File: config.mk
export PLATFORM = sky130hd
export DESIGN_NAME = gate_motor_command_controller
export DESIGN_NICKNAME = d
export VERILOG_FILES = /design/src/hdl/gmcc_pkg.sv /design/src/hdl/gate_motor_command_controller.sv /design/src/hdl/gmcc_mul.sv /design/src/hdl/gmcc_duty.sv
export VERILOG_INCLUDE_DIRS = /design/src /design/src/hdl
export SDC_FILE = /design/constraint.sdc
export NUM_CORES = 1
export LEC_CHECK = 0
export BUFFER_PORTS_ARGS = -buffer_cell sky130_fd_sc_hd__buf_2
export CORE_ASPECT_RATIO = 2
export CORE_MARGIN = 2
export CORE_UTILIZATION = 43
export DETAILED_ROUTE_END_ITERATION = 8
export SETUP_SLACK_MARGIN = 0.2
export SYNTH_ARGS = -nofsm -noshare
export SYNTH_HDL_FRONTEND = slang
export SYNTH_HIERARCHICAL = 1
export SYNTH_SLANG_ARGS = --single-unit
File: constraint.sdc
create_clock -name clk_i -period 11.16 [get_ports clk_i]
set_clock_uncertainty 0.05 [all_clocks]
set_input_delay 1.116 -clock clk_i [delete_from_list [all_inputs] [get_ports clk_i]]
set_output_delay 1.116 -clock clk_i [all_outputs]
set_load 0.05 [all_outputs]
File: src/hdl/gate_motor_command_controller_defines.svh
// ----------------------------------------------------------------------------
// Gate motor command controller assertion macros
// Shared concurrent assertion helpers, clocked on clk_i, off while in reset.
// ----------------------------------------------------------------------------
`ifndef GATE_MOTOR_COMMAND_CONTROLLER_DEFINES_SVH
`define GATE_MOTOR_COMMAND_CONTROLLER_DEFINES_SVH

// full property, checked outside reset
`define GMCC_ASSERT(lbl, prop, msg) \
  lbl: assert property (@(posedge clk_i) disable iff (!rst_ni) prop) else $error(msg);

// same-cycle implication
`define GMCC_ASSERT_IMP(lbl, ante, cons, msg) \
  `GMCC_ASSERT(lbl, (ante) |-> (cons), msg)

`endif

File: src/hdl/gmcc_pkg.sv
// ----------------------------------------------------------------------------
// Gate motor command controller package
// Item types, state encodings, command codes and arithmetic constants.
// ----------------------------------------------------------------------------
package gmcc_pkg;

  localparam int PERIOD_W = 16;
  localparam int PCT_W    = 7;
  localparam int SENSE_W  = 10;

  // shared multiplier geometry
  localparam int MUL_A_W  = 23;
  localparam int MUL_B_W  = 16;
  localparam int MUL_P_W  = MUL_A_W + MUL_B_W;

  // x / 100 == (x * RECIP_100) >> RECIP_SHIFT, low by at most one, for x < 2**23
  localparam logic [MUL_B_W-1:0] RECIP_100   = 16'd41943;
  localparam int                 RECIP_SHIFT = 22;
  localparam logic [PCT_W-1:0]   PCT_MAX     = 7'd100;
  localparam int                 STEP_SHIFT  = 7;

  localparam logic [PERIOD_W-1:0] PERIOD_RST = 16'd1000;
  localparam logic [PCT_W-1:0]    PCT_RST    = 7'd44;

  // item kinds
  localparam logic [1:0] KIND_CMD    = 2'd0;
  localparam logic [1:0] KIND_SWITCH = 2'd1;
  localparam logic [1:0] KIND_ADC    = 2'd2;

  // command bytes
  localparam logic [7:0] CMD_TEST_OFF = 8'h80;
  localparam logic [7:0] CMD_TEST_ON  = 8'h81;
  localparam logic [7:0] CMD_DEBUG    = 8'h2A;
  localparam logic [7:0] CMD_BUZZ_ON  = 8'hF0;
  localparam logic [7:0] CMD_BUZZ_OFF = 8'hF1;
  localparam logic [7:0] CMD_SHOW_BUF = 8'hF4;
  localparam logic [7:0] CMD_STATUS   = 8'hF7;
  localparam logic [7:0] CMD_CLOSE    = 8'hF8;
  localparam logic [7:0] CMD_OPEN     = 8'hF9;
  localparam logic [7:0] CMD_POS      = 8'hFF;

  localparam logic [7:0] RPL_DEBUG    = 8'h7B;
  localparam logic [7:0] RPL_MOVING   = 8'h0A;
  localparam logic [7:0] RPL_STOPPED  = 8'h00;

  // gate positions
  localparam logic [1:0] POS_UNKNOWN = 2'd0;
  localparam logic [1:0] POS_OPEN    = 2'd1;
  localparam logic [1:0] POS_CLOSED  = 2'd2;

  // display events
  localparam logic [2:0] DISP_NONE    = 3'd0;
  localparam logic [2:0] DISP_NORMAL  = 3'd1;
  localparam logic [2:0] DISP_TEST    = 3'd2;
  localparam logic [2:0] DISP_UNKNOWN = 3'd3;
  localparam logic [2:0] DISP_OPENED  = 3'd4;
  localparam logic [2:0] DISP_CLOSED  = 3'd5;
  localparam logic [2:0] DISP_SHOWBUF = 3'd6;

  typedef enum logic {
    REG_PERIOD,
    REG_MAX_PCT
  } cfg_reg_e;

  typedef enum logic [1:0] {
    ST_IDLE,
    ST_CALC,
    ST_EMIT
  } ctrl_state_e;

  typedef enum logic [2:0] {
    D_IDLE,
    D_PCT,
    D_RECIP,
    D_HUND,
    D_FIX,
    D_SAMPLE,
    D_CMP
  } duty_state_e;

  typedef struct packed {
    logic [1:0]         cmd;
    logic [7:0]         rx_byte;
    logic               open_limit;
    logic               close_limit;
    logic [SENSE_W-1:0] sense_main;
    logic [SENSE_W-1:0] sense_aux;
  } gmcc_in_t;

  typedef struct packed {
    logic                tx_valid;
    logic [7:0]          tx_byte;
    logic                last_of_run;
    logic [PERIOD_W-1:0] pwm_compare;
    logic                motor_enable;
    logic                motor_close_dir;
    logic                buzzer_on;
    logic [1:0]          gate_state;
    logic                gate_moving;
    logic                test_mode_on;
    logic [2:0]          display_event;
  } gmcc_out_t;

  typedef struct packed {
    logic [1:0] gate_pos;
    logic [1:0] switch_pos;
    logic       moving;
    logic       test;
    logic       debug;
    logic       buzz;
    logic       drv_en;
    logic       drv_dir;
  } gate_stat_t;

  typedef struct packed {
    logic                done;
    logic [PERIOD_W-1:0] compare;
  } duty_rsp_t;

endpackage

File: src/hdl/gate_motor_command_controller.sv
// ----------------------------------------------------------------------------
// Gate motor command controller
// Command decoding, limit switch tracking, reply sequencing and PWM compare.
// ----------------------------------------------------------------------------
// One item at a time: a new item is taken only when idle. A command byte or
// switch tick gives one to two results, each loaded when the output is free.
// An ADC sample first runs the compare sequencer, which makes four passes through one
// shared 23x16 multiplier plus a quotient correction and a final compare, then gives
// one result, or four reply results in debug mode. The last result sits in the
// output register while the next item is taken. Config writes take effect at
// once and are meant for idle periods only.

`include "gate_motor_command_controller_defines.svh"

module gate_motor_command_controller import gmcc_pkg::*; #(
  parameter int ADC_BITS = 10
) (
  input  logic                clk_i,
  input  logic                rst_ni,
  input  logic                cfg_we_i,
  input  logic                cfg_idx_i,
  input  logic [PERIOD_W-1:0] cfg_data_i,
  input  logic                in_valid_i,
  output logic                in_ready_o,
  input  gmcc_in_t            in_i,
  output logic                out_valid_o,
  input  logic                out_ready_i,
  output gmcc_out_t           out_o
);

  ctrl_state_e state_q, state_d;

  logic [PERIOD_W-1:0] period_q;
  logic [PCT_W-1:0]    pct_q;
  gate_stat_t          stat_q, stat_d;
  logic [2:0]          disp_q, disp_d;
  logic [PERIOD_W-1:0] compare_q;
  logic [7:0]          tx_q [4];
  logic [7:0]          tx_d [4];
  logic [2:0]          ntx_d;
  logic                has_tx_q;
  logic [1:0]          last_idx_q;
  logic [1:0]          idx_q;
  logic                out_valid_q;
  gmcc_out_t           out_q;

  logic                accept;
  logic                emit_load;
  logic                duty_start;
  duty_rsp_t           duty_rsp;

  gmcc_duty #(
    .ADC_BITS (ADC_BITS)
  ) u_duty (
    .clk_i    (clk_i),
    .rst_ni   (rst_ni),
    .start_i  (duty_start),
    .sense_i  (in_i.sense_main),
    .period_i (period_q),
    .pct_i    (pct_q),
    .rsp_o    (duty_rsp)
  );

  assign accept = in_valid_i && in_ready_o;

  // next state
  always_comb begin
    state_d = state_q;
    unique case (state_q)
      ST_IDLE: begin
        if (accept) state_d = (in_i.cmd == KIND_ADC) ? ST_CALC : ST_EMIT;
      end
      ST_CALC: if (duty_rsp.done) state_d = ST_EMIT;
      ST_EMIT: if (emit_load && idx_q == last_idx_q) state_d = ST_IDLE;
      default: state_d = ST_IDLE;
    endcase
  end

  // control outputs
  always_comb begin
    in_ready_o = 1'b0;
    emit_load  = 1'b0;
    duty_start = 1'b0;
    unique case (state_q)
      ST_IDLE: begin
        in_ready_o = 1'b1;
        duty_start = in_valid_i && (in_i.cmd == KIND_ADC);
      end
      ST_EMIT: emit_load = !out_valid_q || out_ready_i;
      default: in_ready_o = 1'b0;
    endcase
  end

  // item decode
  always_comb begin
    stat_d = stat_q;
    disp_d = DISP_NONE;
    ntx_d  = '0;
    for (int i = 0; i < 4; i++) begin
      tx_d[i] = '0;
    end
    unique case (in_i.cmd)
      KIND_CMD: begin
        unique case (in_i.rx_byte)
          CMD_TEST_ON: begin
            tx_d[0] = CMD_TEST_ON; ntx_d = 3'd1; stat_d.test = 1'b1; disp_d = DISP_TEST;
          end
          CMD_TEST_OFF: begin
            tx_d[0] = CMD_TEST_OFF; ntx_d = 3'd1; stat_d.test = 1'b0; disp_d = DISP_NORMAL;
          end
          CMD_DEBUG: begin
            stat_d.debug = !stat_q.debug;
            tx_d[0] = CMD_DEBUG; tx_d[1] = RPL_DEBUG; ntx_d = 3'd2;
          end
          CMD_BUZZ_ON: begin
            tx_d[0] = CMD_BUZZ_ON; ntx_d = 3'd1; stat_d.buzz = 1'b1;
          end
          CMD_BUZZ_OFF: begin
            tx_d[0] = CMD_BUZZ_OFF; ntx_d = 3'd1; stat_d.buzz = 1'b0;
          end
          CMD_SHOW_BUF: disp_d = DISP_SHOWBUF;
          CMD_STATUS: begin
            tx_d[0] = CMD_STATUS;
            tx_d[1] = stat_q.moving ? RPL_MOVING : RPL_STOPPED;
            ntx_d   = 3'd2;
          end
          CMD_CLOSE, CMD_OPEN: begin
            tx_d[0]         = in_i.rx_byte;
            ntx_d           = 3'd1;
            stat_d.drv_dir  = (in_i.rx_byte == CMD_CLOSE);
            stat_d.drv_en   = 1'b1;
            stat_d.gate_pos = POS_UNKNOWN;
            stat_d.moving   = 1'b1;
            disp_d          = DISP_UNKNOWN;
          end
          CMD_POS: begin
            tx_d[0] = CMD_POS; tx_d[1] = 8'(stat_q.gate_pos); ntx_d = 3'd2;
          end
          default: ntx_d = '0;
        endcase
      end
      KIND_SWITCH: begin
        if (in_i.open_limit && !in_i.close_limit) begin
          if (stat_q.switch_pos != POS_OPEN) begin
            stat_d.drv_en     = 1'b0;
            stat_d.moving     = 1'b0;
            stat_d.gate_pos   = POS_OPEN;
            stat_d.switch_pos = POS_OPEN;
            disp_d            = DISP_OPENED;
          end
        end else if (in_i.close_limit && !in_i.open_limit) begin
          if (stat_q.switch_pos != POS_CLOSED) begin
            stat_d.drv_en     = 1'b0;
            stat_d.moving     = 1'b0;
            stat_d.gate_pos   = POS_CLOSED;
            stat_d.switch_pos = POS_CLOSED;
            disp_d            = DISP_CLOSED;
          end
        end else if (!in_i.open_limit && !in_i.close_limit) begin
          if (stat_q.switch_pos != POS_UNKNOWN) begin
            stat_d.gate_pos   = POS_UNKNOWN;
            stat_d.switch_pos = POS_UNKNOWN;
            disp_d            = DISP_UNKNOWN;
          end
        end
      end
      KIND_ADC: begin
        if (stat_q.debug) begin
          tx_d[0] = 8'(in_i.sense_main[SENSE_W-1:8]);
          tx_d[1] = in_i.sense_main[7:0];
          tx_d[2] = 8'(in_i.sense_aux[SENSE_W-1:8]);
          tx_d[3] = in_i.sense_aux[7:0];
          ntx_d   = 3'd4;
        end
      end
      default: ntx_d = '0;
    endcase
  end

  always_ff @(posedge clk_i or negedge rst_ni) begin
    if (!rst_ni) begin
      state_q     <= ST_IDLE;
      period_q    <= PERIOD_RST;
      pct_q       <= PCT_RST;
      stat_q      <= '0;
      compare_q   <= '0;
      disp_q      <= DISP_NONE;
      has_tx_q    <= 1'b0;
      last_idx_q  <= '0;
      idx_q       <= '0;
      out_valid_q <= 1'b0;
    end else begin
      state_q <= state_d;
      if (cfg_we_i) begin
        unique case (cfg_idx_i)
          REG_PERIOD:  period_q <= cfg_data_i;
          REG_MAX_PCT: pct_q    <= cfg_data_i[PCT_W-1:0];
          default:     period_q <= period_q;
        endcase
      end
      if (accept) begin
        stat_q     <= stat_d;
        disp_q     <= disp_d;
        has_tx_q   <= (ntx_d != '0);
        last_idx_q <= (ntx_d == '0) ? 2'd0 : 2'(ntx_d - 3'd1);
        idx_q      <= '0;
      end
      if (state_q == ST_CALC && duty_rsp.done) begin
        compare_q <= duty_rsp.compare;
      end
      if (emit_load) begin
        idx_q       <= idx_q + 2'd1;
        out_valid_q <= 1'b1;
      end else if (out_ready_i) begin
        out_valid_q <= 1'b0;
      end
    end
  end

  always_ff @(posedge clk_i) begin
    if (accept) begin
      tx_q <= tx_d;
    end
    if (emit_load) begin
      out_q.tx_valid        <= has_tx_q;
      out_q.tx_byte         <= has_tx_q ? tx_q[idx_q] : 8'h00;
      out_q.last_of_run     <= (idx_q == last_idx_q);
      out_q.pwm_compare     <= compare_q;
      out_q.motor_enable    <= stat_q.drv_en;
      out_q.motor_close_dir <= stat_q.drv_dir;
      out_q.buzzer_on       <= stat_q.buzz;
      out_q.gate_state      <= stat_q.gate_pos;
      out_q.gate_moving     <= stat_q.moving;
      out_q.test_mode_on    <= stat_q.test;
      out_q.display_event   <= disp_q;
    end
  end

  assign out_valid_o = out_valid_q;
  assign out_o       = out_q;

  `GMCC_ASSERT(a_adc_calc, (accept && in_i.cmd == KIND_ADC) |=> (state_q == ST_CALC), "ADC not in calc")
  `GMCC_ASSERT_IMP(a_more_pending, out_valid_o && !out_o.last_of_run, state_q == ST_EMIT, "results lost")
  `GMCC_ASSERT_IMP(a_silent_last, out_valid_o && !out_o.tx_valid, out_o.last_of_run, "silent result not last")

endmodule

File: src/hdl/gmcc_mul.sv
// ----------------------------------------------------------------------------
// Shared multiplier
// One unsigned multiply per cycle with a registered product.
// ----------------------------------------------------------------------------
module gmcc_mul import gmcc_pkg::*; (
  input  logic               clk_i,
  input  logic [MUL_A_W-1:0] a_i,
  input  logic [MUL_B_W-1:0] b_i,
  output logic [MUL_P_W-1:0] prod_o
);

  logic [MUL_P_W-1:0] prod_q;

  always_ff @(posedge clk_i) begin
    prod_q <= MUL_P_W'(a_i) * MUL_P_W'(b_i);
  end

  assign prod_o = prod_q;

endmodule

File: src/hdl/gmcc_duty.sv
// ----------------------------------------------------------------------------
// PWM compare sequencer
// Computes period - (period*pct/100)*(sample>>3)/128, 0 if not positive, period-1
// if the term is 0, on the shared multiplier; /100 by reciprocal, one correction step.
// ----------------------------------------------------------------------------
`include "gate_motor_command_controller_defines.svh"

module gmcc_duty import gmcc_pkg::*; #(
  parameter int ADC_BITS = 10
) (
  input  logic                clk_i,
  input  logic                rst_ni,
  input  logic                start_i,
  input  logic [SENSE_W-1:0]  sense_i,
  input  logic [PERIOD_W-1:0] period_i,
  input  logic [PCT_W-1:0]    pct_i,
  output duty_rsp_t           rsp_o
);

  localparam int ExtW  = (ADC_BITS > SENSE_W) ? ADC_BITS : SENSE_W;
  localparam int StepW = ADC_BITS - 3;

  duty_state_e state_q, state_d;

  logic [ExtW-1:0]     sense_ext;
  logic [StepW-1:0]    step_q;
  logic [MUL_A_W-1:0]  x_q;
  logic [MUL_P_W-RECIP_SHIFT-1:0] q0_q;
  logic [PERIOD_W-1:0] quot_q;
  logic [MUL_A_W-1:0]  rem;
  logic [PCT_W-1:0]    pct_sat;
  logic [MUL_P_W-STEP_SHIFT-1:0] scaled;

  logic [MUL_A_W-1:0]  mul_a;
  logic [MUL_B_W-1:0]  mul_b;
  logic [MUL_P_W-1:0]  prod;

  gmcc_mul u_mul (
    .clk_i  (clk_i),
    .a_i    (mul_a),
    .b_i    (mul_b),
    .prod_o (prod)
  );

  assign sense_ext = ExtW'(sense_i);
  assign pct_sat   = (pct_i > PCT_MAX) ? PCT_MAX : pct_i;
  assign rem       = x_q - prod[MUL_A_W-1:0];
  assign scaled    = prod[MUL_P_W-1:STEP_SHIFT];

  always_comb begin
    state_d = state_q;
    unique case (state_q)
      D_IDLE:   if (start_i) state_d = D_PCT;
      D_PCT:    state_d = D_RECIP;
      D_RECIP:  state_d = D_HUND;
      D_HUND:   state_d = D_FIX;
      D_FIX:    state_d = D_SAMPLE;
      D_SAMPLE: state_d = D_CMP;
      D_CMP:    state_d = D_IDLE;
      default:  state_d = D_IDLE;
    endcase
  end

  always_comb begin
    mul_a         = '0;
    mul_b         = '0;
    rsp_o.done    = 1'b0;
    rsp_o.compare = '0;
    unique case (state_q)
      D_PCT: begin
        mul_a = MUL_A_W'(period_i);
        mul_b = MUL_B_W'(pct_sat);
      end
      D_RECIP: begin
        mul_a = prod[MUL_A_W-1:0];
        mul_b = RECIP_100;
      end
      D_HUND: begin
        mul_a = MUL_A_W'(prod[MUL_P_W-1:RECIP_SHIFT]);
        mul_b = MUL_B_W'(PCT_MAX);
      end
      D_SAMPLE: begin
        mul_a = MUL_A_W'(quot_q);
        mul_b = MUL_B_W'(step_q);
      end
      D_CMP: begin
        rsp_o.done = 1'b1;
        if (scaled >= (MUL_P_W-STEP_SHIFT)'(period_i)) begin
          rsp_o.compare = '0;
        end else if (scaled == '0) begin
          rsp_o.compare = period_i - 1'b1;
        end else begin
          rsp_o.compare = period_i - scaled[PERIOD_W-1:0];
        end
      end
      default: begin
        mul_a = '0;
      end
    endcase
  end

  always_ff @(posedge clk_i or negedge rst_ni) begin
    if (!rst_ni) begin
      state_q <= D_IDLE;
    end else begin
      state_q <= state_d;
    end
  end

  always_ff @(posedge clk_i) begin
    if (state_q == D_IDLE && start_i) begin
      step_q <= sense_ext[ADC_BITS-1:3];
    end
    if (state_q == D_RECIP) begin
      x_q <= prod[MUL_A_W-1:0];
    end
    if (state_q == D_HUND) begin
      q0_q <= prod[MUL_P_W-1:RECIP_SHIFT];
    end
    if (state_q == D_FIX) begin
      quot_q <= PERIOD_W'(q0_q + ((rem >= MUL_A_W'(PCT_MAX)) ? 1'b1 : 1'b0));
    end
  end

  `GMCC_ASSERT_IMP(a_start_idle, start_i, state_q == D_IDLE, "duty start while busy")
  `GMCC_ASSERT_IMP(a_rem_range, state_q == D_FIX, rem < MUL_A_W'(200), "reciprocal error")
  `GMCC_ASSERT_IMP(a_cmp_range, rsp_o.done, (rsp_o.compare < period_i) || (rsp_o.compare == '0), "compare not below period")

endmodule
[Word-level counts from Yosys, hierarchy flattened]
Cells that the tools add are included.
Word-level totals
  register bits: 232
  latch bits: 0
  memory bits (writable): 0
  bits in read-only memories: 0
  input bits: 54
  memories kept: 0
Operators by class
  add/subtract/negate cells: 6
  $mul: 1
  divide/modulo/power cells: 0
  $lt $le $gt $ge: 4
  equal/unequal tests: 36
  shift operators: 0
  muxes and demuxes: 60
  bitwise operators: 2
  reduce and logical (&&, ||, !) cells: 41
Operators with widths (number)
  23-bit case mux with 4 select lines: 1
  8-bit equality test (second input constant): 9
  16-bit case mux with 4 select lines: 1
  8-bit case mux with 8 select lines: 1
  23-bit by 16-bit multiplier with 39-bit output: 1
  32-bit by 16-bit greater-or-equal comparator with 1-bit output: 1
  32-bit zero test: 1
  16-bit 2-to-1 mux: 2
  16-bit case mux with 2 select lines: 1
  26-bit 2-to-1 mux: 1
  23-bit by 7-bit greater-or-equal comparator with 1-bit output (second input constant): 1
  23-bit subtractor: 1
  3-bit 2-to-1 mux: 7
  7-bit case mux with 3 select lines: 1
  2-bit 2-to-1 mux: 10
  3-bit case mux with 6 select lines: 1
  17-bit 2-to-1 mux: 1
  16-bit by 1-bit adder with 16-bit output: 1
  8-bit binary-select mux with 2-bit select: 1
  4-bit 2-to-1 mux: 4
  8-bit 2-to-1 mux: 2
  16-bit by 1-bit subtractor with 16-bit output (second input constant): 1
  16-bit subtractor: 1
  5-bit 2-to-1 mux: 3
  other kinds (39): 96

[Depth between registers and ports, before layout]
Gate-level depths: netlist of the first run.
  depth after elaboration: 6
  gate-level depth with buffers: 30

[Modules after synthesis]
The synthesis of the first run kept the hierarchy.
By module, submodules not included
  gmcc_mul: instances 1, cells each 1444, area each 12786.0 µm², seq. area each 780.7 µm²
  gmcc_duty: instances 1, cells each 556, area each 5187.5 µm², seq. area each 1936.9 µm²
  gate_motor_command_controller: instances 1, cells each 366, area each 5171.2 µm², seq. area each 3374.5 µm²

[Least setup slack after synthesis of the first run]
OpenSTA, ideal clock, no wires.
  path kind: flip-flop to flip-flop
  from: reg u_duty.state_q[0]
  to: reg u_duty.u_mul.prod_q[36], in the netlist u_duty/u_mul/prod_o[36]
  arrival time: 7.946 ns
  data required time: 10.985 ns
  slack: 3.039 ns
  stages on the path, launching flop included: 29
  buffers on the path: 5
  period minus slack after synthesis: 8.121 ns
  cell sequence: dfrtp_1 clkbuf_1 nor2b_1 nor2b_1 clkbuf_1 clkbuf_1 and2_1 clkbuf_1 nand2_1 fa_1 inv_1 fa_1 inv_1 fa_1 inv_1 fa_1 fa_1 inv_1 fa_1 inv_1 ha_1 clkbuf_1 a21o_1 a21o_1 o31ai_1 a31oi_4 a31oi_1 a31oi_1 xor2_1
On the way
  longest elaborated chain between the ends: 3
  elaborated cells between the ends (all ways): 7
RTL lines
  from (decl): RTL line gmcc_duty.sv:23  | duty_state_e state_q, state_d;
  from (signal assigned): RTL line gmcc_duty.sv:106  | state_q <= state_d;
  3-bit equality test, or another cell as far along: RTL line gmcc_duty.sv:69  | unique case (state_q)
  16-bit case mux with 4 select lines (*): RTL line gmcc_duty.sv:69
  net u_duty.mul_b[13]: RTL line gmcc_duty.sv:35  | logic [MUL_B_W-1:0] mul_b;
  23-bit by 16-bit multiplier with 39-bit output (*): RTL line gmcc_mul.sv:15  | prod_q <= MUL_P_W'(a_i) * MUL_P_W'(b_i);
  to (signal assigned): RTL line gmcc_mul.sv:15
  to (decl): RTL line gmcc_mul.sv:12  | logic [MUL_P_W-1:0] prod_q;
The timed path passes the listed nets; every way through them passes the cells marked *.
A chain may end at the register's enable or synchronous reset.

[Final worst setup path of the first run]
  from: reg u_duty.state_q[1]
  to: reg u_duty.u_mul.prod_q[36], in the netlist u_duty/u_mul/prod_o[36]
The elaborated chain is that of the path after synthesis.

==> qor.csv, run 1 <==
metric;value;unit
cts-resized-gates;0;
crit_path_end_kind;flip-flop;
synthesis.area;23100;um2
core;53300;um2
fp.dieW;168;um
setup_viol;0;
fin_util;47.1;%
synth_fa_ha_area_share;34.5;%
fin_tns_setup;0;ns
min_period;8.58;ns
maxCapViolations;0;
tritoncts;done;
layout_commonest_cell;inv_1;
vias;17013;
synth_compound_area_share;9.15;%
reg2reg_depth;23;
firstDrtPassIters;5;
hpwl;52000;um
die-area;55800;um2
synth_edf_count;124;
maxClockFrequency;117;MHz
vias_per_cell;5.45;
grt_pass1_vias;18700;
fp-row-count;120;
r2r-end;u_duty/u_mul/prod_o[36];
initial_core_util;43.4;%
port_buffers;91;
grt_max_degree;76;
layout-drive-gt1-share;10.7;%
whs_endpoint;out_o[7];
wl_met2;35900;um
async_flop_share;27.9;%
io_pins;92;
fillerInstances;5004;
grt_pass1_wl;101000;um
slew_headroom;8.97;%
clkLatencyLatePin;0.54;ns
path_max_fanout;23;
die_h;332;um
antenna_found_initial;0;
finalMaxSlewViolations;0;
top_layer;met4;
synth_flop_cell;edfxtp_1;
worstPathRequired;11.53;ns
synth-seq-cells;226;
synth.distinct_cells;95;
timing.final.crit_share;76.9;%
clk_path_buf_depth;3;
antenna_left;0;
drt_iter0_markers;944;
ys_seq_area_share;26.3;%
synth_top_family_by_area;adder cells;
start_kind;flip-flop;
hp-class;flip-flop to flip-flop;
met1_length;20300;um
drcViolationCount;0;
final-hold-violation-count;0;
postCtsSetupBuffers;0;
synthSimpleGateAreaFrac;16.1;%
timing.rr.start;u_duty/state_q[1];
crit_arrival;8.95;ns
final_nets;2950;
setup_slack;2.58;ns
worstHoldPathCells;0;
synthMuxAreaShare;2.96;%
layout_common_cells;412 x inv_1, 302 x nand2_1, 293 x fa_1;
ctsHoldBuffers;0;
routabilityCongestion;0.920;
synthCells;2366;
cts_buffers;21;
cts.clk_slew.worst_paths;0.07;ns
dp_cells;3081;
layout.cells.non_filler;3119;
clkSinkCount;226;
htreeDepth;1;
synthXorXnorAreaFrac;2.65;%
min-delay-start;stat_q[2];
worstMarginPinSlew;1.37;ns
met3_length;2360;um
critPathKind;flip-flop to flip-flop;
yosysWarnings;6;
reg2reg_slack;2.58;ns
dp_slack;2.67;ns
avgSynthCellArea;9.78;um2
status;finished, final reports clean;
track_usage;23.6;%
area_growth;8.48;%
root_buffer;clkbuf_16;
n_antenna_cell;0;
wirelength;65000;um
grt_remaining_overflow;0;
routedWlPerCell;20.9;um
rsz0062_at_grt;no;
-- metrics by stage --
stage	instance area, um2	hold WS, ns
4_1_cts	25100	0.390
3_3_place_gp	24400	0.376
2_1_floorplan	23200	0.369
6_report	25100	0.393
3_5_place_dp	24400	0.380
5_1_grt	25100	0.398
-- area by class of cell --
type                            instances  area (um2)  share of cell area, %
Timing Repair Buffer                  118         658                   2.62
Clock buffer                           27         609                   2.43
Multi-Input combinational cell       1653       15200                   60.6
Clock inverter                         11         139                  0.553
Inverter                              413        1550                   6.17
Tap cell                              671         840                   3.34
Sequential cell                       226        6090                   24.3
-- how the worst max path moves through the flow --
stage	from	end	slack, ns	cells after the start
6_report	u_duty/state_q[1]	u_duty/u_mul/prod_o[36]	2.58	23
3_3_place_gp	u_duty/state_q[1]	u_duty/u_mul/prod_o[35]	2.84	22
5_1_grt	u_duty/state_q[1]	u_duty/u_mul/prod_o[36]	2.13	23
2_1_floorplan	u_duty/state_q[0]	u_duty/u_mul/prod_o[36]	3.04	28
4_1_cts	u_duty/state_q[1]	u_duty/u_mul/prod_o[36]	2.64	23
3_5_place_dp	u_duty/state_q[1]	u_duty/u_mul/prod_o[36]	2.67	23
-- state kept, by name, summed over array words and instances, names as in the netlist, 7 cells and up --
| register | count |
|---|---|
| u_duty/quot_q | 16 |
| tx_q | 26 |
| u_duty/x_q | 23 |
| u_duty/q0_q | 16 |
| pct_q | 7 |
| u_duty/step_q | 7 |
| stat_q | 10 |
| u_duty/u_mul/prod_o | 39 |
| compare_q | 16 |
| out_o | 36 |
| period_q | 16 |
-- cells by family (layout without fill, tap and decap cells) --
logic type	count (synthesis)	after routing
compound gates	301	301
xor+xnor	70	70
fa+ha+maj	463	463
buf+inv	506	569
flops	226	226
mux	59	59
other cells	1	20
simple gates	740	740
-- Yosys cell counts (all sizes together), types with 26 or more instances --
master | number | area share (%)
inv | 413 | 6.7
nand2 | 305 | 5.0
fa | 293 | 25
and2 | 185 | 5.0
ha | 170 | 9.2
edfxtp | 124 | 16
clkbuf | 86 | 1.4
nor2 | 81 | 1.4
a21oi | 68 | 1.5
dfrtp | 54 | 5.8
o21ai | 50 | 1.1
mux2 | 49 | 2.4
xnor2 | 42 | 1.6
dfxtp | 39 | 3.4
a22oi | 37 | 1.2
a21o | 34 | 1.1
xor2 | 28 | 1.1
nor2b | 26 | 0.70
-- layer usage --
| layer | vias to the layer above | track usage [%] |
|---|---|---|
| met5 | - | 0 |
| li1 | 7728 | - |
| met4 | 0 | 20.4 |
| met1 | 8476 | 21.0 |
| met2 | 538 | 46.2 |
| met3 | 271 | 2.26 |
-- worst max-delay path: stages, from the launching register on --
cell and delay (ns):
dfrtp_1 0.47, nand2b_1 0.24, nor2_1 0.83, a32o_1 1.21, nand2_1 0.20, fa_1 0.58
inv_1 0.05, fa_1 0.49, inv_1 0.06, fa_1 0.49, inv_1 0.05, fa_1 0.46
fa_1 0.54, inv_1 0.06, fa_1 0.53, inv_1 0.04, ha_1 0.35, a21oi_1 0.25
nor2_1 0.07, a211oi_1 0.58, a31oi_4 0.23, a31oi_1 0.34, a31oi_1 0.14, xor2_1 0.15
Power of run 1 is left out: the tool's default activity adds up to more than one toggle a clock period on the data nets, which glitch-free logic cannot reach.
==> inputs of run 2 (changes only) <==
--- a/config.mk
+++ b/config.mk
@@ -6,6 +6,7 @@
 export SDC_FILE = /design/constraint.sdc
 export NUM_CORES = 1
 export LEC_CHECK = 0
+export ABC_AREA = 1
 export BUFFER_PORTS_ARGS = -buffer_cell sky130_fd_sc_hd__buf_2
 export CORE_ASPECT_RATIO = 2
 export CORE_MARGIN = 2
==> constraint.sdc (replaced) <==
create_clock -name clk_i -period 7.1 [get_ports clk_i]
set_clock_uncertainty 0.05 [all_clocks]
set_input_delay 0.71 -clock clk_i [delete_from_list [all_inputs] [get_ports clk_i]]
set_output_delay 0.71 -clock clk_i [all_outputs]
set_load 0.05 [all_outputs]
==> run 2 against run 1 <==
  * Critical path depth is 9 higher
  * Hold slack worse by 0.11 ns
  * Utilization increased by 1.4 points
  * Setup slack worse by 2.2 ns
  * Via count grew 17%
  * Area after synthesis increased by 5.5%
  * Non-clock buffer count grew 55
  * Count of clock-buffer cells in the layout is 1 higher
  * Synthesized cell count rose by 30%
  * Critical path type unchanged
  * Critical endpoint is now u_duty/u_mul/prod_o[37]
==> qor.csv, run 2 <==
metric;value;unit;change
synth-seq-cells;226;;unchanged
path_max_fanout;14;;-39%
crit_arrival;7.11;ns;-1.84 ns
hpwl;61500;um;+18%
htreeDepth;1;;unchanged
largest_reg_flops;39;;unchanged
start_kind;flip-flop;;
cts.clk_slew.worst_paths;0.08;ns;about the same
async_flop_share;27.9;%;unchanged
grt_remaining_overflow;0;;unchanged
root_buffer;clkbuf_16;;
min_period;6.72;ns;-1.87 ns
ir_worst_vdd;105;uV;
p_comb_share;8.0;%;
worstPathBufferInverterCount;12;;+7
synth.distinct_cells;60;;-37%
layout_common_cells;840 x nand2_1, 775 x inv_1, 290 x fa_1;;
worstPathRequired;7.49;ns;-4.04 ns
p_int;2.20;mW;
n_antenna_cell;0;;unchanged
vias_per_cell;5.04;;-7.7%
drcViolationCount;0;;unchanged
crit_path_end_kind;flip-flop;;
swShare;24.8;%;
layout_commonest_cell;nand2_1;;
yosys-top-cells-area;fa_1 24%, edfxtp_1 15%, nand2_1 13%;;
track_usage;26.3;%;+2.7 points
synthCells;3081;;+30%
path_delay_family;adder cells;;
critPathSlowestCell;fa_1;;
critPathKind;flip-flop to flip-flop;;
firstDrtPassIters;5;;unchanged
final_area;27300;um2;+8.6%
yosysWarnings;6;;unchanged
fin_tns_setup;0;ns;unchanged
fp.dieW;172;um;+2.6%
maxCapViolations;0;;unchanged
initial_core_util;43.5;%;about the same
grt_max_degree;71;;-6.6%
synthTopCellsByCount;845 x nand2_1, 777 x inv_1, 293 x fa_1;;
grt_pass1_vias;21988;;+18%
synth_top_area_cell;fa_1;;
hp-class;primary input to async pin;;
slew_headroom;29.8;%;+21 points
clkLatencyLatePin;0.55;ns;about the same
holdWs;0.279;ns;-0.115 ns
setup_slack;0.383;ns;-2.19 ns
p_sw;726;uW;
layout.cells.non_filler;3968;;+27%
final_nets;3719;;+26%
wirelength;75000;um;+15%
synthesis.area;24400;um2;+5.5%
fillerInstances;5569;;+11%
dp_slack;-0.142;ns;-2.81 ns
critPathMaxStageDelay;0.57;ns;-0.64 ns
synth_flop_cell;edfxtp_1;;
maxClockFrequency;149;MHz;+28%
tritoncts;done;;
antenna_found_initial;0;;unchanged
clk_path_buf_depth;3;;unchanged
worstMarginPinSlew;1.05;ns;-0.315 ns
multi_input_area;15200;um2;about the same
grt_pass1_wl;116000;um;+16%
drt_iter0_markers;984;;+4.2%
postPlaceCellArea;26100;um2;+7.3%
final-hold-violation-count;0;;unchanged
die-area;58800;um2;+5.4%
synth_top_area_share;24.0;%;-1.3 points
ys_seq_area_share;25.0;%;-1.4 points
regArea;6090;um2;unchanged
routedWlPerCell;18.9;um;-9.4%
p_per_area;107;nW/um2;
vias;19983;;+17%
die_h;341;um;+2.7%
fp-row-count;123;;+2.5%
routabilityCongestion;0.963;;+4.6%
core;56200;um2;+5.4%
p_seq_share;48.3;%;
layout-drive-gt1-share;9.82;%;-0.88 points
power.total;2.93;mW;
pwr-share-clk;43.7;%;
yosysMostFrequentCell;nand2_1;;
power_leakage;14.8;nW;
clkSinkCount;226;;unchanged
status;finished, final reports clean;;
setup_viol;0;;unchanged
synth_edf_count;124;;unchanged
finalMaxSlewViolations;0;;unchanged
area_growth;11.7;%;
rsz0062_at_grt;yes;;
timing.final.crit_share;94.6;%;+18 points
dp_cells;3913;;+27%
io_pins;92;;unchanged
cts_buffers;22;;+4.8%
fin_util;48.5;%;+1.4 points
port_buffers;91;;unchanged
antenna_left;0;;unchanged
avgSynthCellArea;7.92;um2;-19%
cpMostUsedCell;inv_1;;
-- run 2: final cells by class --
cell class              count  share of cell area (%)
clock buffers              28                    2.37
flip-flops and latches    226                    22.3
repair buffers            173                    4.76
clock inverters            12                   0.473
well taps                 750                    3.44
multi-input cells        1995                    55.8
inverters                 784                    10.8
-- run 2: cells by family after synthesis --
group,Yosys count,synth area share (%)
AOI/OAI and AO/OA,230,5.49
buffers and inverters,879,13.6
adders and majority gates,463,32.7
muxes,25,1.15
and+or+nand+nor,1210,20.3
other,1,0.0154
DFF,226,25.0
xor gates and xnor gates,47,1.69
-- run 2: power groups by stage --
stage | sequential, mW | clock [mW] | combinational, mW
finish | 1.41 | 1.28 | 0.234
global route | 1.42 | 1.34 | 0.260
CTS | 1.41 | 1.31 | 0.222
detailed placement | 1.44 | 0 | 0.221
global placement | 1.44 | 0 | 0.218
floorplan | 1.43 | 0 | 0.147
-- run 2: worst paths after layout --
kind / startpoint / slack, ns / cells after the start / to
worst max-delay path: u_duty/state_q[0] / 0.38 / 32 / u_duty/u_mul/prod_o[37]
max in group asynchronous: rst_ni / 6.09 / 2 / compare_q[8]
worst max register to register: u_duty/state_q[0] / 0.38 / 32 / u_duty/u_mul/prod_o[37]
min in group clk_i: in_i[17] / 0.35 / 1 / u_duty/step_q[4]
worst min register to register: u_duty/u_mul/prod_o[4] / 0.39 / 0 / u_duty/x_q[4]
worst min-delay path: rst_ni / 0.28 / 2 / stat_q[6]
-- run 2: worst register-to-register path: cells and delay by family, from the launching register on --
kind,cells,cell delay (ns)
flip-flops,1,0.39
AND/OR/NAND/NOR,11,1.04
buffers and inverters,12,1.13
AO/OA/AOI/OAI,2,0.48
adder cells (fa/ha/maj),7,3.55
-- run 2: repair_timing --
action	in CTS	in global routing
hold buffers	0	0
resized for setup	11	36
pin swaps	1	1
endpoints found under the setup margin	24	25
buffers inserted	7	6
gates cloned	1	1
-- run 2: layer usage --
layer / routed length [um] / up-vias / GRT usage [%]
met5: 0 / - / 0
met4: 7430 / 0 / 21.5
met3: 2470 / 298 / 2.20
met2: 41400 / 586 / 51.3
met1: 23700 / 9630 / 23.9
li1: - / 9469 / -
Power figures use the tool's default switching activity.
